<file path="config.mk">
export PLATFORM = sky130hd
export DESIGN_NAME = warning_chime_sequencer_top_flat
export DESIGN_NICKNAME = d
export VERILOG_FILES = /design/src/rtl/wcs_pkg.sv /design/src/rtl/wcs_in_if.sv /design/src/rtl/wcs_out_if.sv /design/src/rtl/wcs_cfg_if.sv /design/src/rtl/wcs_cfg_regs.sv /design/src/rtl/wcs_event_queue.sv /design/src/rtl/wcs_tone_seq.sv /design/src/rtl/warning_chime_sequencer_top.sv /design/src/flat_wrapper.sv
export SDC_FILE = /design/constraint.sdc
export NUM_CORES = 1
export LEC_CHECK = 0
export BUFFER_PORTS_ARGS = -buffer_cell sky130_fd_sc_hd__buf_2
export CELL_PAD_IN_SITES_DETAIL_PLACEMENT = 0
export CELL_PAD_IN_SITES_GLOBAL_PLACEMENT = 2
export CORE_ASPECT_RATIO = 1.5
export CORE_MARGIN = 2
export CORE_UTILIZATION = 45
export DETAILED_ROUTE_END_ITERATION = 8
export PLACE_DENSITY = 0.94
export SLEW_MARGIN = 25
export SYNTH_ARGS = -nofsm -noshare
export SYNTH_HDL_FRONTEND = slang
export SYNTH_SLANG_ARGS = --single-unit
</file>
<file path="constraint.sdc">
create_clock -name clk -period 22.4 [get_ports clk]
set_input_delay 2.24 -clock clk [delete_from_list [all_inputs] [get_ports clk]]
set_output_delay 2.24 -clock clk [all_outputs]
set_load 0.01 [all_outputs]
</file>
<file path="src/rtl/wcs_pkg.sv">
// wcs_pkg: shared types and constants of the warning chime sequencer
// register indexes, reset values, configuration and queue handshake structs
// no dependencies
`default_nettype none

package wcs_pkg;

	localparam int unsigned CFG_IDX_W = 4;
	localparam int unsigned CFG_DATA_W = 32;
	localparam int unsigned REP_W = 6;
	localparam int unsigned SAMPLE_W = 16;
	localparam int unsigned QUIET_W = 20;
	localparam int unsigned SEG_LEN_W = 16;

	typedef logic [REP_W-1:0] rep_t;

	typedef enum logic [1:0] {
		OP_FRAME = 2'd0,
		OP_TICK  = 2'd1,
		OP_TEST  = 2'd2
	} opcode_t;

	// register indexes
	localparam logic [CFG_IDX_W-1:0] REG_TRIGGER_MASK  = 4'd0;
	localparam logic [CFG_IDX_W-1:0] REG_QUIET_TICKS   = 4'd1;
	localparam logic [CFG_IDX_W-1:0] REG_FIRST_HALF    = 4'd2;
	localparam logic [CFG_IDX_W-1:0] REG_SECOND_HALF   = 4'd3;
	localparam logic [CFG_IDX_W-1:0] REG_FIRST_LEN     = 4'd4;
	localparam logic [CFG_IDX_W-1:0] REG_INNER_GAP     = 4'd5;
	localparam logic [CFG_IDX_W-1:0] REG_SECOND_LEN    = 4'd6;
	localparam logic [CFG_IDX_W-1:0] REG_REPEAT_GAP    = 4'd7;

	// reset values
	localparam logic [31:0] RST_TRIGGER_MASK = 32'hFFFF_FFFF;
	localparam logic [QUIET_W-1:0] RST_QUIET_TICKS = 20'd144000;
	localparam logic [SEG_LEN_W-1:0] RST_FIRST_HALF = 16'd6;
	localparam logic [SEG_LEN_W-1:0] RST_SECOND_HALF = 16'd4;
	localparam logic [SEG_LEN_W-1:0] RST_FIRST_LEN = 16'd1280;
	localparam logic [SEG_LEN_W-1:0] RST_INNER_GAP = 16'd560;
	localparam logic [SEG_LEN_W-1:0] RST_SECOND_LEN = 16'd1920;
	localparam logic [SEG_LEN_W-1:0] RST_REPEAT_GAP = 16'd1920;

	typedef struct packed {
		logic [31:0]          trigger_enable_mask;
		logic [QUIET_W-1:0]   quiet_ticks;
		logic [SEG_LEN_W-1:0] first_half_period;
		logic [SEG_LEN_W-1:0] second_half_period;
		logic [SEG_LEN_W-1:0] first_tone_length;
		logic [SEG_LEN_W-1:0] inner_gap_length;
		logic [SEG_LEN_W-1:0] second_tone_length;
		logic [SEG_LEN_W-1:0] repeat_gap_length;
	} cfg_t;

	typedef struct packed {
		logic push;
		rep_t push_data;
		logic pop;
	} q_ctrl_t;

	typedef struct packed {
		logic empty;
		logic full;
		rep_t head_data;
	} q_stat_t;

	typedef struct packed {
		logic signed [SAMPLE_W-1:0] sample;
		logic                       sounding;
		logic                       busy;
	} seq_stat_t;

endpackage

`default_nettype wire

</file>
<file path="src/rtl/wcs_in_if.sv">
// wcs_in_if: input item channel of the warning chime sequencer
// no dependencies
`default_nettype none

interface wcs_in_if;
	logic                valid;
	logic                ready;
	logic [1:0]          opcode;
	logic [31:0]         warning_mask;
	logic                simulating;

	modport source (output valid, opcode, warning_mask, simulating, input ready);
	modport sink (input valid, opcode, warning_mask, simulating, output ready);
endinterface

`default_nettype wire

</file>
<file path="src/rtl/wcs_out_if.sv">
// wcs_out_if: result channel of the warning chime sequencer
// depends on wcs_pkg
`default_nettype none

interface wcs_out_if;
	logic                                 valid;
	logic                                 ready;
	logic signed [wcs_pkg::SAMPLE_W-1:0] tone_sample;
	logic                                 sample_valid;
	logic                                 playing;
	logic [wcs_pkg::REP_W-1:0]           queued_repeats;
	logic                                 dropped;

	modport source (output valid, tone_sample, sample_valid, playing, queued_repeats, dropped,
		input ready);
	modport sink (input valid, tone_sample, sample_valid, playing, queued_repeats, dropped,
		output ready);
endinterface

`default_nettype wire

</file>
<file path="src/rtl/wcs_cfg_if.sv">
// wcs_cfg_if: configuration write channel, register index and write data
// depends on wcs_pkg
`default_nettype none

interface wcs_cfg_if;
	logic                              valid;
	logic                              ready;
	logic [wcs_pkg::CFG_IDX_W-1:0]    index;
	logic [wcs_pkg::CFG_DATA_W-1:0]   data;

	modport source (output valid, index, data, input ready);
	modport sink (input valid, index, data, output ready);
endinterface

`default_nettype wire

</file>
<file path="src/rtl/wcs_cfg_regs.sv">
// wcs_cfg_regs: configuration register file, written through the cfg channel
// depends on wcs_pkg and wcs_cfg_if
`default_nettype none

module wcs_cfg_regs (
	input  wire logic          clk,
	input  wire logic          arst_n,
	wcs_cfg_if.sink            cfg,
	output wcs_pkg::cfg_t      regs
);

	wcs_pkg::cfg_t regs_q;

	assign cfg.ready = 1'b1;
	assign regs = regs_q;

	always_ff @(posedge clk or negedge arst_n) begin
		if (!arst_n) begin
			regs_q.trigger_enable_mask <= wcs_pkg::RST_TRIGGER_MASK;
			regs_q.quiet_ticks <= wcs_pkg::RST_QUIET_TICKS;
			regs_q.first_half_period <= wcs_pkg::RST_FIRST_HALF;
			regs_q.second_half_period <= wcs_pkg::RST_SECOND_HALF;
			regs_q.first_tone_length <= wcs_pkg::RST_FIRST_LEN;
			regs_q.inner_gap_length <= wcs_pkg::RST_INNER_GAP;
			regs_q.second_tone_length <= wcs_pkg::RST_SECOND_LEN;
			regs_q.repeat_gap_length <= wcs_pkg::RST_REPEAT_GAP;
		end else if (cfg.valid) begin
			unique case (cfg.index)
				wcs_pkg::REG_TRIGGER_MASK: regs_q.trigger_enable_mask <= cfg.data;
				wcs_pkg::REG_QUIET_TICKS: regs_q.quiet_ticks <= cfg.data[wcs_pkg::QUIET_W-1:0];
				wcs_pkg::REG_FIRST_HALF: regs_q.first_half_period <= cfg.data[15:0];
				wcs_pkg::REG_SECOND_HALF: regs_q.second_half_period <= cfg.data[15:0];
				wcs_pkg::REG_FIRST_LEN: regs_q.first_tone_length <= cfg.data[15:0];
				wcs_pkg::REG_INNER_GAP: regs_q.inner_gap_length <= cfg.data[15:0];
				wcs_pkg::REG_SECOND_LEN: regs_q.second_tone_length <= cfg.data[15:0];
				wcs_pkg::REG_REPEAT_GAP: regs_q.repeat_gap_length <= cfg.data[15:0];
				default: ;
			endcase
		end
	end

endmodule

`default_nettype wire

</file>
<file path="src/rtl/wcs_event_queue.sv">
// wcs_event_queue: fifo of pending chime events, each a repeat count
// depends on wcs_pkg
`default_nettype none

module wcs_event_queue #(
	parameter int unsigned QUEUE_DEPTH = 8
) (
	input  wire logic          clk,
	input  wire logic          arst_n,
	input  wcs_pkg::q_ctrl_t   ctrl,
	output wcs_pkg::q_stat_t   stat
);

	localparam int unsigned PTR_W = (QUEUE_DEPTH > 1) ? $clog2(QUEUE_DEPTH) : 1;
	localparam int unsigned CNT_W = $clog2(QUEUE_DEPTH + 1);
	localparam logic [PTR_W-1:0] LAST_PTR = PTR_W'(QUEUE_DEPTH - 1);
	localparam logic [CNT_W-1:0] FULL_CNT = CNT_W'(QUEUE_DEPTH);

	wcs_pkg::rep_t      mem_q [QUEUE_DEPTH];
	logic [PTR_W-1:0]   head_q;
	logic [PTR_W-1:0]   tail_q;
	logic [CNT_W-1:0]   count_q;

	assign stat.empty = (count_q == '0);
	assign stat.full = (count_q == FULL_CNT);
	assign stat.head_data = mem_q[head_q];

	// entries hold no reset, only the pointers and the count do
	always_ff @(posedge clk) begin
		if (ctrl.push) begin
			mem_q[tail_q] <= ctrl.push_data;
		end
	end

	always_ff @(posedge clk or negedge arst_n) begin
		if (!arst_n) begin
			head_q <= '0;
			tail_q <= '0;
			count_q <= '0;
		end else begin
			if (ctrl.push) begin
				tail_q <= (tail_q == LAST_PTR) ? '0 : tail_q + 1'b1;
			end
			if (ctrl.pop) begin
				head_q <= (head_q == LAST_PTR) ? '0 : head_q + 1'b1;
			end
			if (ctrl.push && !ctrl.pop) begin
				count_q <= count_q + 1'b1;
			end else if (ctrl.pop && !ctrl.push) begin
				count_q <= count_q - 1'b1;
			end
		end
	end

	a_no_push_when_full: assert property (@(posedge clk) disable iff (!arst_n)
		ctrl.push && !ctrl.pop |-> count_q != FULL_CNT)
		else $error("push into a full event queue");

	a_no_pop_when_empty: assert property (@(posedge clk) disable iff (!arst_n)
		ctrl.pop |-> count_q != '0)
		else $error("pop from an empty event queue");

endmodule

`default_nettype wire

</file>
<file path="src/rtl/wcs_tone_seq.sv">
// wcs_tone_seq: chime segment sequencer and square tone generator, one step per tick
// depends on wcs_pkg
`default_nettype none

module wcs_tone_seq #(
	parameter int unsigned AMPLITUDE = 24000
) (
	input  wire logic          clk,
	input  wire logic          arst_n,
	input  wire logic          tick,
	input  wcs_pkg::cfg_t      cfg,
	input  wcs_pkg::q_stat_t   q_stat,
	output logic               pop,
	output wcs_pkg::seq_stat_t stat
);

	localparam int unsigned LW = wcs_pkg::SEG_LEN_W;
	localparam logic signed [wcs_pkg::SAMPLE_W-1:0] AMP_POS = wcs_pkg::SAMPLE_W'(AMPLITUDE);
	localparam logic signed [wcs_pkg::SAMPLE_W-1:0] AMP_NEG = -AMP_POS;

	typedef enum logic [2:0] {
		SEG_IDLE,
		SEG_TONE1,
		SEG_GAP1,
		SEG_TONE2,
		SEG_REPGAP
	} seg_t;

	typedef struct packed {
		seg_t          seg;
		wcs_pkg::rep_t rep;
	} walk_t;

	seg_t               segment_q;
	logic [LW-1:0]      seg_ticks_q;
	wcs_pkg::rep_t      repeats_q;
	logic [LW-1:0]      phase_q;
	logic               level_high_q;

	function automatic logic [LW-1:0] seg_len(seg_t s, wcs_pkg::cfg_t c);
		logic [LW-1:0] len;
		unique case (s)
			SEG_TONE1: len = c.first_tone_length;
			SEG_GAP1: len = c.inner_gap_length;
			SEG_TONE2: len = c.second_tone_length;
			SEG_REPGAP: len = c.repeat_gap_length;
			default: len = '0;
		endcase
		return len;
	endfunction

	function automatic walk_t next_seg(walk_t w);
		walk_t r;
		r = w;
		unique case (w.seg)
			SEG_TONE1: r.seg = SEG_GAP1;
			SEG_GAP1: r.seg = SEG_TONE2;
			SEG_TONE2: begin
				r.rep = (w.rep != '0) ? w.rep - 1'b1 : w.rep;
				r.seg = (r.rep != '0) ? SEG_REPGAP : SEG_IDLE;
			end
			SEG_REPGAP: r.seg = SEG_TONE1;
			default: r.seg = SEG_IDLE;
		endcase
		return r;
	endfunction

	// skip zero length segments; with all four empty every repeat is used up at once
	function automatic walk_t enter_seg(walk_t w, wcs_pkg::cfg_t c);
		walk_t r;
		logic  done;
		logic  all_zero;
		r = w;
		done = 1'b0;
		all_zero = (c.first_tone_length == '0) && (c.inner_gap_length == '0) &&
			(c.second_tone_length == '0) && (c.repeat_gap_length == '0);
		if (all_zero && w.seg != SEG_IDLE) begin
			r.seg = SEG_IDLE;
			r.rep = '0;
		end else begin
			for (int i = 0; i < 5; i++) begin
				if (!done) begin
					if (r.seg == SEG_IDLE || seg_len(r.seg, c) != '0) begin
						done = 1'b1;
					end else begin
						r = next_seg(r);
					end
				end
			end
		end
		return r;
	endfunction

	walk_t          cur_a;
	logic [LW-1:0]  ticks_a;
	logic [LW-1:0]  phase_a;
	logic           level_a;
	logic [LW-1:0]  half;
	logic [LW-1:0]  phase_b;
	logic           level_b;
	logic [LW-1:0]  ticks_b;
	walk_t          cur_n;
	logic [LW-1:0]  ticks_n;
	logic [LW-1:0]  phase_n;
	logic           level_n;
	logic           is_tone;

	always_comb begin
		pop = 1'b0;
		cur_a.seg = segment_q;
		cur_a.rep = repeats_q;
		ticks_a = seg_ticks_q;
		phase_a = phase_q;
		level_a = level_high_q;
		// an idle tick takes the next event and starts its first non-empty segment at once
		if (segment_q == SEG_IDLE && !q_stat.empty) begin
			pop = tick;
			cur_a.seg = SEG_TONE1;
			cur_a.rep = q_stat.head_data;
			cur_a = enter_seg(cur_a, cfg);
			ticks_a = seg_len(cur_a.seg, cfg);
			phase_a = '0;
			level_a = 1'b1;
		end

		is_tone = (cur_a.seg == SEG_TONE1) || (cur_a.seg == SEG_TONE2);
		half = (cur_a.seg == SEG_TONE1) ? cfg.first_half_period : cfg.second_half_period;
		if (half == '0) begin
			half = LW'(1);
		end
		phase_b = phase_a;
		level_b = level_a;
		if (is_tone) begin
			if (phase_a >= half) begin
				phase_b = '0;
				level_b = !level_a;
			end else begin
				phase_b = phase_a + 1'b1;
			end
		end

		stat.sounding = (cur_a.seg != SEG_IDLE);
		stat.busy = (segment_q != SEG_IDLE);
		stat.sample = '0;
		if (is_tone) begin
			stat.sample = level_b ? AMP_POS : AMP_NEG;
		end

		ticks_b = (ticks_a != '0) ? ticks_a - 1'b1 : ticks_a;
		cur_n = cur_a;
		ticks_n = ticks_b;
		phase_n = phase_b;
		level_n = level_b;
		if (cur_a.seg != SEG_IDLE && ticks_b == '0) begin
			cur_n = enter_seg(next_seg(cur_a), cfg);
			ticks_n = seg_len(cur_n.seg, cfg);
			phase_n = '0;
			level_n = 1'b1;
		end
	end

	always_ff @(posedge clk or negedge arst_n) begin
		if (!arst_n) begin
			segment_q <= SEG_IDLE;
			seg_ticks_q <= '0;
			repeats_q <= '0;
			phase_q <= '0;
			level_high_q <= 1'b1;
		end else if (tick) begin
			segment_q <= cur_n.seg;
			seg_ticks_q <= ticks_n;
			repeats_q <= cur_n.rep;
			phase_q <= phase_n;
			level_high_q <= level_n;
		end
	end

	a_active_seg_has_ticks: assert property (@(posedge clk) disable iff (!arst_n)
		segment_q != SEG_IDLE |-> seg_ticks_q != '0)
		else $error("active segment with no ticks left");

	a_pop_only_idle_tick: assert property (@(posedge clk) disable iff (!arst_n)
		pop |-> tick && segment_q == SEG_IDLE)
		else $error("event taken outside an idle tick");

endmodule

`default_nettype wire

</file>
<file path="src/rtl/warning_chime_sequencer_top.sv">
// warning_chime_sequencer_top: input register, frame edge detection, result register
// depends on wcs_pkg, wcs_in_if, wcs_out_if, wcs_cfg_if, wcs_cfg_regs,
// wcs_event_queue, wcs_tone_seq
//
// channel  direction  carries
// item     in         opcode, warning_mask, simulating
// result   out        tone_sample, sample_valid, playing, queued_repeats, dropped
// cfg      in         index, data (always ready)
//
// every item passes from transfer in to result out through the input register, then the result
// register; one item per cycle is sustained while the result side does not stall.
// the frame popcount and the segment step both sit between the two registers.
// a stalled result holds the result register; the input register still takes one item.
// reset clears all control state and loads the register defaults; no clearing pass.
`default_nettype none

module warning_chime_sequencer_top #(
	parameter int unsigned QUEUE_DEPTH = 8,
	parameter int unsigned MASK_WIDTH = 32,
	parameter int unsigned AMPLITUDE = 24000
) (
	input wire logic   clk,
	input wire logic   arst_n,
	wcs_in_if.sink     item,
	wcs_out_if.source  result,
	wcs_cfg_if.sink    cfg
);

	localparam int unsigned QW = wcs_pkg::QUIET_W;

	wcs_pkg::cfg_t      regs;
	wcs_pkg::q_ctrl_t   q_ctrl;
	wcs_pkg::q_stat_t   q_stat;
	wcs_pkg::seq_stat_t seq_stat;
	logic               seq_pop;

	// input register
	logic                   valid_s1;
	wcs_pkg::opcode_t       opcode_s1;
	logic [MASK_WIDTH-1:0]  mask_s1;
	logic                   sim_s1;

	// frame state
	logic [MASK_WIDTH-1:0]  prev_mask_q;
	logic                   was_sim_q;
	logic [QW-1:0]          elapsed_q;

	// result register
	logic                                 res_valid_q;
	logic signed [wcs_pkg::SAMPLE_W-1:0] res_sample_q;
	logic                                 res_sample_valid_q;
	logic                                 res_playing_q;
	wcs_pkg::rep_t                        res_queued_q;
	logic                                 res_dropped_q;

	logic                   advance;
	logic                   is_frame;
	logic                   is_tick;
	logic                   is_test;
	logic [MASK_WIDTH-1:0]  rise;
	wcs_pkg::rep_t          rise_cnt;
	logic                   frame_fires;
	logic                   push_req;
	wcs_pkg::rep_t          push_val;

	assign advance = valid_s1 && (!res_valid_q || result.ready);
	assign item.ready = !valid_s1 || advance;

	always_ff @(posedge clk or negedge arst_n) begin
		if (!arst_n) begin
			valid_s1 <= 1'b0;
		end else if (item.ready) begin
			valid_s1 <= item.valid;
		end
	end

	always_ff @(posedge clk) begin
		if (item.ready && item.valid) begin
			opcode_s1 <= wcs_pkg::opcode_t'(item.opcode);
			mask_s1 <= item.warning_mask[MASK_WIDTH-1:0];
			sim_s1 <= item.simulating;
		end
	end

	assign is_frame = advance && (opcode_s1 == wcs_pkg::OP_FRAME);
	assign is_tick = advance && (opcode_s1 == wcs_pkg::OP_TICK);
	assign is_test = advance && (opcode_s1 == wcs_pkg::OP_TEST);

	always_comb begin
		rise = mask_s1 & ~prev_mask_q & regs.trigger_enable_mask[MASK_WIDTH-1:0];
		rise_cnt = '0;
		for (int i = 0; i < MASK_WIDTH; i++) begin
			rise_cnt = rise_cnt + wcs_pkg::REP_W'(rise[i]);
		end
	end

	// the first real frame after simulation only clears the flag
	assign frame_fires = !sim_s1 && !was_sim_q && (elapsed_q >= regs.quiet_ticks) &&
		(rise_cnt != '0);
	assign push_req = (is_frame && frame_fires) || is_test;
	assign push_val = is_test ? wcs_pkg::REP_W'(1) : rise_cnt;

	assign q_ctrl.push = push_req && !q_stat.full;
	assign q_ctrl.push_data = push_val;
	assign q_ctrl.pop = seq_pop;

	always_ff @(posedge clk or negedge arst_n) begin
		if (!arst_n) begin
			prev_mask_q <= '0;
			was_sim_q <= 1'b0;
			elapsed_q <= '0;
		end else begin
			if (is_frame) begin
				prev_mask_q <= mask_s1;
				was_sim_q <= sim_s1;
			end
			if (is_tick && elapsed_q < regs.quiet_ticks) begin
				elapsed_q <= elapsed_q + 1'b1;
			end
		end
	end

	always_ff @(posedge clk or negedge arst_n) begin
		if (!arst_n) begin
			res_valid_q <= 1'b0;
		end else if (advance) begin
			res_valid_q <= 1'b1;
		end else if (result.ready) begin
			res_valid_q <= 1'b0;
		end
	end

	always_ff @(posedge clk) begin
		if (advance) begin
			res_sample_q <= is_tick ? seq_stat.sample : '0;
			res_sample_valid_q <= is_tick;
			res_playing_q <= is_tick ? seq_stat.sounding : seq_stat.busy;
			res_queued_q <= q_ctrl.push ? push_val : '0;
			res_dropped_q <= push_req && q_stat.full;
		end
	end

	assign result.valid = res_valid_q;
	assign result.tone_sample = res_sample_q;
	assign result.sample_valid = res_sample_valid_q;
	assign result.playing = res_playing_q;
	assign result.queued_repeats = res_queued_q;
	assign result.dropped = res_dropped_q;

	wcs_cfg_regs u_cfg_regs (
		.clk    (clk),
		.arst_n (arst_n),
		.cfg    (cfg),
		.regs   (regs)
	);

	wcs_event_queue #(
		.QUEUE_DEPTH (QUEUE_DEPTH)
	) u_event_queue (
		.clk    (clk),
		.arst_n (arst_n),
		.ctrl   (q_ctrl),
		.stat   (q_stat)
	);

	wcs_tone_seq #(
		.AMPLITUDE (AMPLITUDE)
	) u_tone_seq (
		.clk    (clk),
		.arst_n (arst_n),
		.tick   (is_tick),
		.cfg    (regs),
		.q_stat (q_stat),
		.pop    (seq_pop),
		.stat   (seq_stat)
	);

	a_result_follows_transfer: assert property (@(posedge clk) disable iff (!arst_n)
		advance |=> res_valid_q)
		else $error("processed item left no result");

endmodule

`default_nettype wire
</file>
<file path="src/flat_wrapper.sv">
// flat-port wrapper written by rule: the top's interface ports become plain ports
module warning_chime_sequencer_top_flat 
#(
	parameter int unsigned QUEUE_DEPTH = 8,
	parameter int unsigned MASK_WIDTH = 32,
	parameter int unsigned AMPLITUDE = 24000
)
  (clk, arst_n, item_valid, item_opcode, item_warning_mask, item_simulating, item_ready, result_valid, result_tone_sample, result_sample_valid, result_playing, result_queued_repeats, result_dropped, result_ready, cfg_valid, cfg_index, cfg_data, cfg_ready);
  wcs_in_if item_i ();
  wcs_out_if result_i ();
  wcs_cfg_if cfg_i ();
  input wire logic clk;
  input wire logic arst_n;
  input wire logic [$bits(item_i.valid)-1:0] item_valid;
  input wire logic [$bits(item_i.opcode)-1:0] item_opcode;
  input wire logic [$bits(item_i.warning_mask)-1:0] item_warning_mask;
  input wire logic [$bits(item_i.simulating)-1:0] item_simulating;
  output wire logic [$bits(item_i.ready)-1:0] item_ready;
  output wire logic [$bits(result_i.valid)-1:0] result_valid;
  output wire logic [$bits(result_i.tone_sample)-1:0] result_tone_sample;
  output wire logic [$bits(result_i.sample_valid)-1:0] result_sample_valid;
  output wire logic [$bits(result_i.playing)-1:0] result_playing;
  output wire logic [$bits(result_i.queued_repeats)-1:0] result_queued_repeats;
  output wire logic [$bits(result_i.dropped)-1:0] result_dropped;
  input wire logic [$bits(result_i.ready)-1:0] result_ready;
  input wire logic [$bits(cfg_i.valid)-1:0] cfg_valid;
  input wire logic [$bits(cfg_i.index)-1:0] cfg_index;
  input wire logic [$bits(cfg_i.data)-1:0] cfg_data;
  output wire logic [$bits(cfg_i.ready)-1:0] cfg_ready;
  assign item_i.valid = item_valid;
  assign item_i.opcode = item_opcode;
  assign item_i.warning_mask = item_warning_mask;
  assign item_i.simulating = item_simulating;
  assign item_ready = item_i.ready;
  assign result_valid = result_i.valid;
  assign result_tone_sample = result_i.tone_sample;
  assign result_sample_valid = result_i.sample_valid;
  assign result_playing = result_i.playing;
  assign result_queued_repeats = result_i.queued_repeats;
  assign result_dropped = result_i.dropped;
  assign result_i.ready = result_ready;
  assign cfg_i.valid = cfg_valid;
  assign cfg_i.index = cfg_index;
  assign cfg_i.data = cfg_data;
  assign cfg_ready = cfg_i.ready;
  warning_chime_sequencer_top #(.QUEUE_DEPTH(QUEUE_DEPTH), .MASK_WIDTH(MASK_WIDTH), .AMPLITUDE(AMPLITUDE)) u_core (.clk(clk), .arst_n(arst_n), .item(item_i), .result(result_i), .cfg(cfg_i));
endmodule
</file>
==> results_tabular.tex <==
\begin{tabular}{lr}
\hline
Metric & Value \\
\hline
\multicolumn{2}{l}{\textbf{Run status}} \\
Result of the run & complete, no violations \\
\multicolumn{2}{l}{\textbf{STA}} \\
Max-slew headroom & 32.22\% \\
Total setup violations reported at the end of the flow & 0 \\
Hold slack & 474.1 ps \\
Worst Max-Slew Pin Slew & 1014 ps \\
Final count of hold timing violations & 0 \\
Final setup skew & 18.95 ps \\
Minimum period implied by the final worst setup slack & 9637 ps \\
Sum of negative setup slack & 0 ps \\
Final clock period utilization by the worst path & 43.02\% \\
Final Max Slew Viols & 0 \\
FMAX & 103.8 MHz \\
RSZ-0062 raised after global routing & no \\
\multicolumn{2}{l}{\textbf{Route}} \\
Initial DRT Pass Iterations & 5 \\
Average via count per standard cell & 5.774 \\
Residual DRC & 0 \\
Routed WL & 54.18 mm \\
Routed via count & 15,000 \\
Count of antenna-violating nets left after detailed routing & 0 \\
Average detailed-routed wire length per instance & 20.85 microns \\
Starting DRC count in detailed routing & 828 \\
\multicolumn{2}{l}{\textbf{Floorplan}} \\
Initial core utilization & 45.28\% \\
Die W & 178.8 microns \\
Top-level I/O count & 104 \\
Row cnt & 96 \\
Y dimension of the die & 266.1 microns \\
Die outline area & 0.04757 sq mm \\
Core box area & 0.04552 sq mm \\
\multicolumn{2}{l}{\textbf{Power and ir drop}} \\
Switching Fraction & 41.74\% \\
Part of the total power dissipated in combinational logic & 48.7\% \\
Share of power burned in registers & 31.3\% \\
VDD IR-drop max & 0.08546 mV \\
Clk network pwr share & 20.0\% \\
Cell internal pwr & 1.861 mW \\
P\_leak & 9.507 nW \\
Overall power consumption & 3.194 mW \\
Net load switching power & 1.333 mW \\
P per Cell Area & 140.0 mW/mm\^{}2 \\
\multicolumn{2}{l}{\textbf{Clock network}} \\
Resize count post-CTS & 0 \\
Clk sinks & 350 \\
Post-CTS clock slew at the launch and capture registers of the worst setup and hold paths & 70 ps \\
Number of levels the H-tree was split into & 2 \\
Post CTS Setup Buffer Count & 0 \\
Worst skew pair latency & 530 ps \\
TritonCTS clock tree & done \\
Root buffer selected by CTS & clkbuf\_16 \\
CTS buffer count & 35 \\
Hold-fix buffers at CTS & 0 \\
Worst-case clock buffer depth & 3 \\
\multicolumn{2}{l}{\textbf{Global route}} \\
Vias in the first global route & 15,680 \\
Remaining global-route overflow & 0 \\
Maximum number of pins on one net before global-route repair & 165 \\
Number of antenna violations at the first check in global routing & 1 \\
First-pass GRT wire length & 85.83 mm \\
Overall track demand over capacity in global routing & 23.19\% \\
\multicolumn{2}{l}{\textbf{Layout}} \\
Synth-to-Final Area Change & 10.65\% \\
Area occupied by multi-input gates & 0.01051 sq mm \\
Number of inserted filler cells in the final layout & 4,066 \\
Fraction of the core area covered by cells at the end of the flow & 50.10\% \\
Share of layout cells above drive strength 1 & 24.03\% \\
Number of nets in the layout & 2,152 \\
Most frequent cells in the layout & dfrtp\_1, mux2\_2, nand2\_1 \\
Most common cell after layout, fill and taps aside & dfrtp\_1 \\
Antenna Cells & 0 \\
FF/Latch Area & 0.009301 sq mm \\
\multicolumn{2}{l}{\textbf{Worst hold path}} \\
Min-Delay Path Class & register to register \\
\multicolumn{2}{l}{\textbf{Setup path}} \\
Slowest cell on the critical path & dfrtp\_1 \\
Critical Path Source Type & register \\
Critical path data arrival time & 9990 ps \\
Required time of the worst setup path & 22,760 ps \\
Nature of the critical path endpoint & register \\
Cell repeated most along the worst path & ha\_1 \\
Kind of critical path & register to register \\
Peak fanout along the critical path & 17 \\
Critical path's largest stage delay & 930 ps \\
\multicolumn{2}{l}{\textbf{Synth}} \\
Number of distinct library cells after synthesis & 113 \\
Post-synth ARST share & 72.86\% \\
Post-synthesis sequential area ratio & 45.12\% \\
Yosys warning total & 0 \\
Synth Register Bits & 350 \\
Number of flops mapped to enable cells by yosys & 95 \\
Number of standard cells after synthesis & 1,915 \\
Mean instance size in the synthesized netlist & 10.76 sq um \\
Most frequently used flop master after synthesis & dfrtp\_1 \\
Post-Synthesis Cell Area & 0.02061 sq mm \\
\multicolumn{2}{l}{\textbf{Job}} \\
Number of violations of the max-capacitance limit & 0 \\
\multicolumn{2}{l}{\textbf{Place}} \\
IO buf count & 96 \\
Routability cong. & 0.9051 \\
Detail Placement HPWL & 39.95 mm \\
\hline
\end{tabular}
==> final timing paths <==
path / startpoint / end / slack [ps] / cells past startpoint
setup / recovery: u_core.u_event_queue.head_q[0] / u_core.u_tone_seq.seg_ticks_q[0] / 12760 / 29
min in group asynchronous: arst_n / u_core.u_tone_seq.phase_q[9] / 1730 / 1
setup reg to reg: u_core.u_event_queue.head_q[0] / u_core.u_tone_seq.seg_ticks_q[0] / 12760 / 29
hold reg to reg: u_core.u_tone_seq.phase_q[0] / u_core.u_tone_seq.phase_q[0] / 470 / 1
max in group asynchronous: arst_n / u_core.u_event_queue.head_q[1] / 19290 / 2
hold / removal: u_core.u_tone_seq.phase_q[0] / u_core.u_tone_seq.phase_q[0] / 470 / 1
==> layout make-up <==
| class | instances | area share [%] |
|---|---|---|
| multi-input combinational | 1383 | 46.08 |
| sequential | 350 | 40.78 |
| clock buffer | 41 | 4.076 |
| tap | 588 | 3.225 |
| timing repair buffer | 115 | 2.863 |
| inverter | 100 | 1.651 |
| clock inverter | 21 | 1.327 |
==> layer usage <==
layer / track usage (%) / vias to the layer above / routed length (microns)
met5: 0 / - / 8
met4: 12.15 / 2 / 2905
met3: 2.369 / 130 / 1754
met2: 42.31 / 323 / 28600
met1: 26.41 / 7421 / 20910
li1: - / 7124 / -
==> worst max-delay path: cells and delay by family (launching register included) <==
family	cells	cell delay [ps]
compound gates	13	4330
simple gates	6	950
flops	1	930
xor+xnor	2	690
fa+ha+maj	4	1160
buf+inv	1	110
mux	3	1280
==> power groups by stage <==
stage                     combinational [mW]  sequential [mW]  clock [mW]
after floorplan                         1.18            0.958           0
after global placement                  1.51             1.00           0
after detailed placement                1.54             1.01           0
after CTS                               1.55            0.998       0.655
after global routing                    1.72             1.02       0.675
final                                   1.55             1.00       0.639
==> metrics by stage <==
stage,setup slack [ps],cells,instance area (sq um)
final,12760,2598,22810
after global routing,11970,2598,22810
after global placement,13090,2535,21530
after CTS,12810,2597,22760
after floorplan,14390,1920,20630
after detailed placement,12880,2535,21530
==> flip-flops by register name (all words and copies together), names as in the netlist, 3 cells and up <==
register / flops
u_core.u_tone_seq.phase_q: 16
u_core.u_event_queue.head_q: 3
u_core.u_tone_seq.repeats_q: 6
u_core.result.tone_sample: 3
u_core.u_event_queue.count_q: 4
u_core.mask_s1: 32
u_core.u_cfg_regs.regs: 148
u_core.u_event_queue.mem_q: 48
u_core.result.queued_repeats: 6
u_core.u_event_queue.tail_q: 3
u_core.prev_mask_q: 32
u_core.elapsed_q: 20
u_core.u_tone_seq.segment_q: 3
u_core.u_tone_seq.seg_ticks_q: 16
==> Yosys cell counts, types with 11 or more instances <==
library cell,n,area (sq um)
nand2_1,175,656.9
nand3b_1,30,225.2
mux2_2,184,2072
nor2_1,141,529.3
a21o_1,38,285.3
o21ai_1,29,145.1
and3_1,24,150.1
dfstp_2,54,1419
inv_1,97,364.1
fa_1,25,500.5
nand4_1,36,225.2
o211ai_1,12,90.09
buf_4,24,180.2
a31oi_1,16,100.1
and2_1,24,150.1
nand2b_1,19,118.9
dfrtp_1,201,5030
edfxtp_1,95,2853
a21oi_1,77,385.4
mux2i_1,56,560.5
xnor2_1,35,306.5
xor2_1,16,140.1
a211oi_1,11,82.58
ha_1,66,825.8
nand3_1,33,165.2
nor4_1,21,131.4
nor3_1,27,135.1
clkbuf_1,39,146.4
o21ai_0,76,380.4
==> cell families after synthesis <==
family          Yosys count  synth area share [%]
simple gates            591                 14.39
compound gates          385                 12.94
flops                   350                 45.12
mux                     257                 14.48
buf+inv                 187                 4.303
fa+ha+maj                91                 6.434
xor+xnor                 52                 2.300
other cells               2               0.03643
No activity file was read; power rests on OpenSTA's default activity.
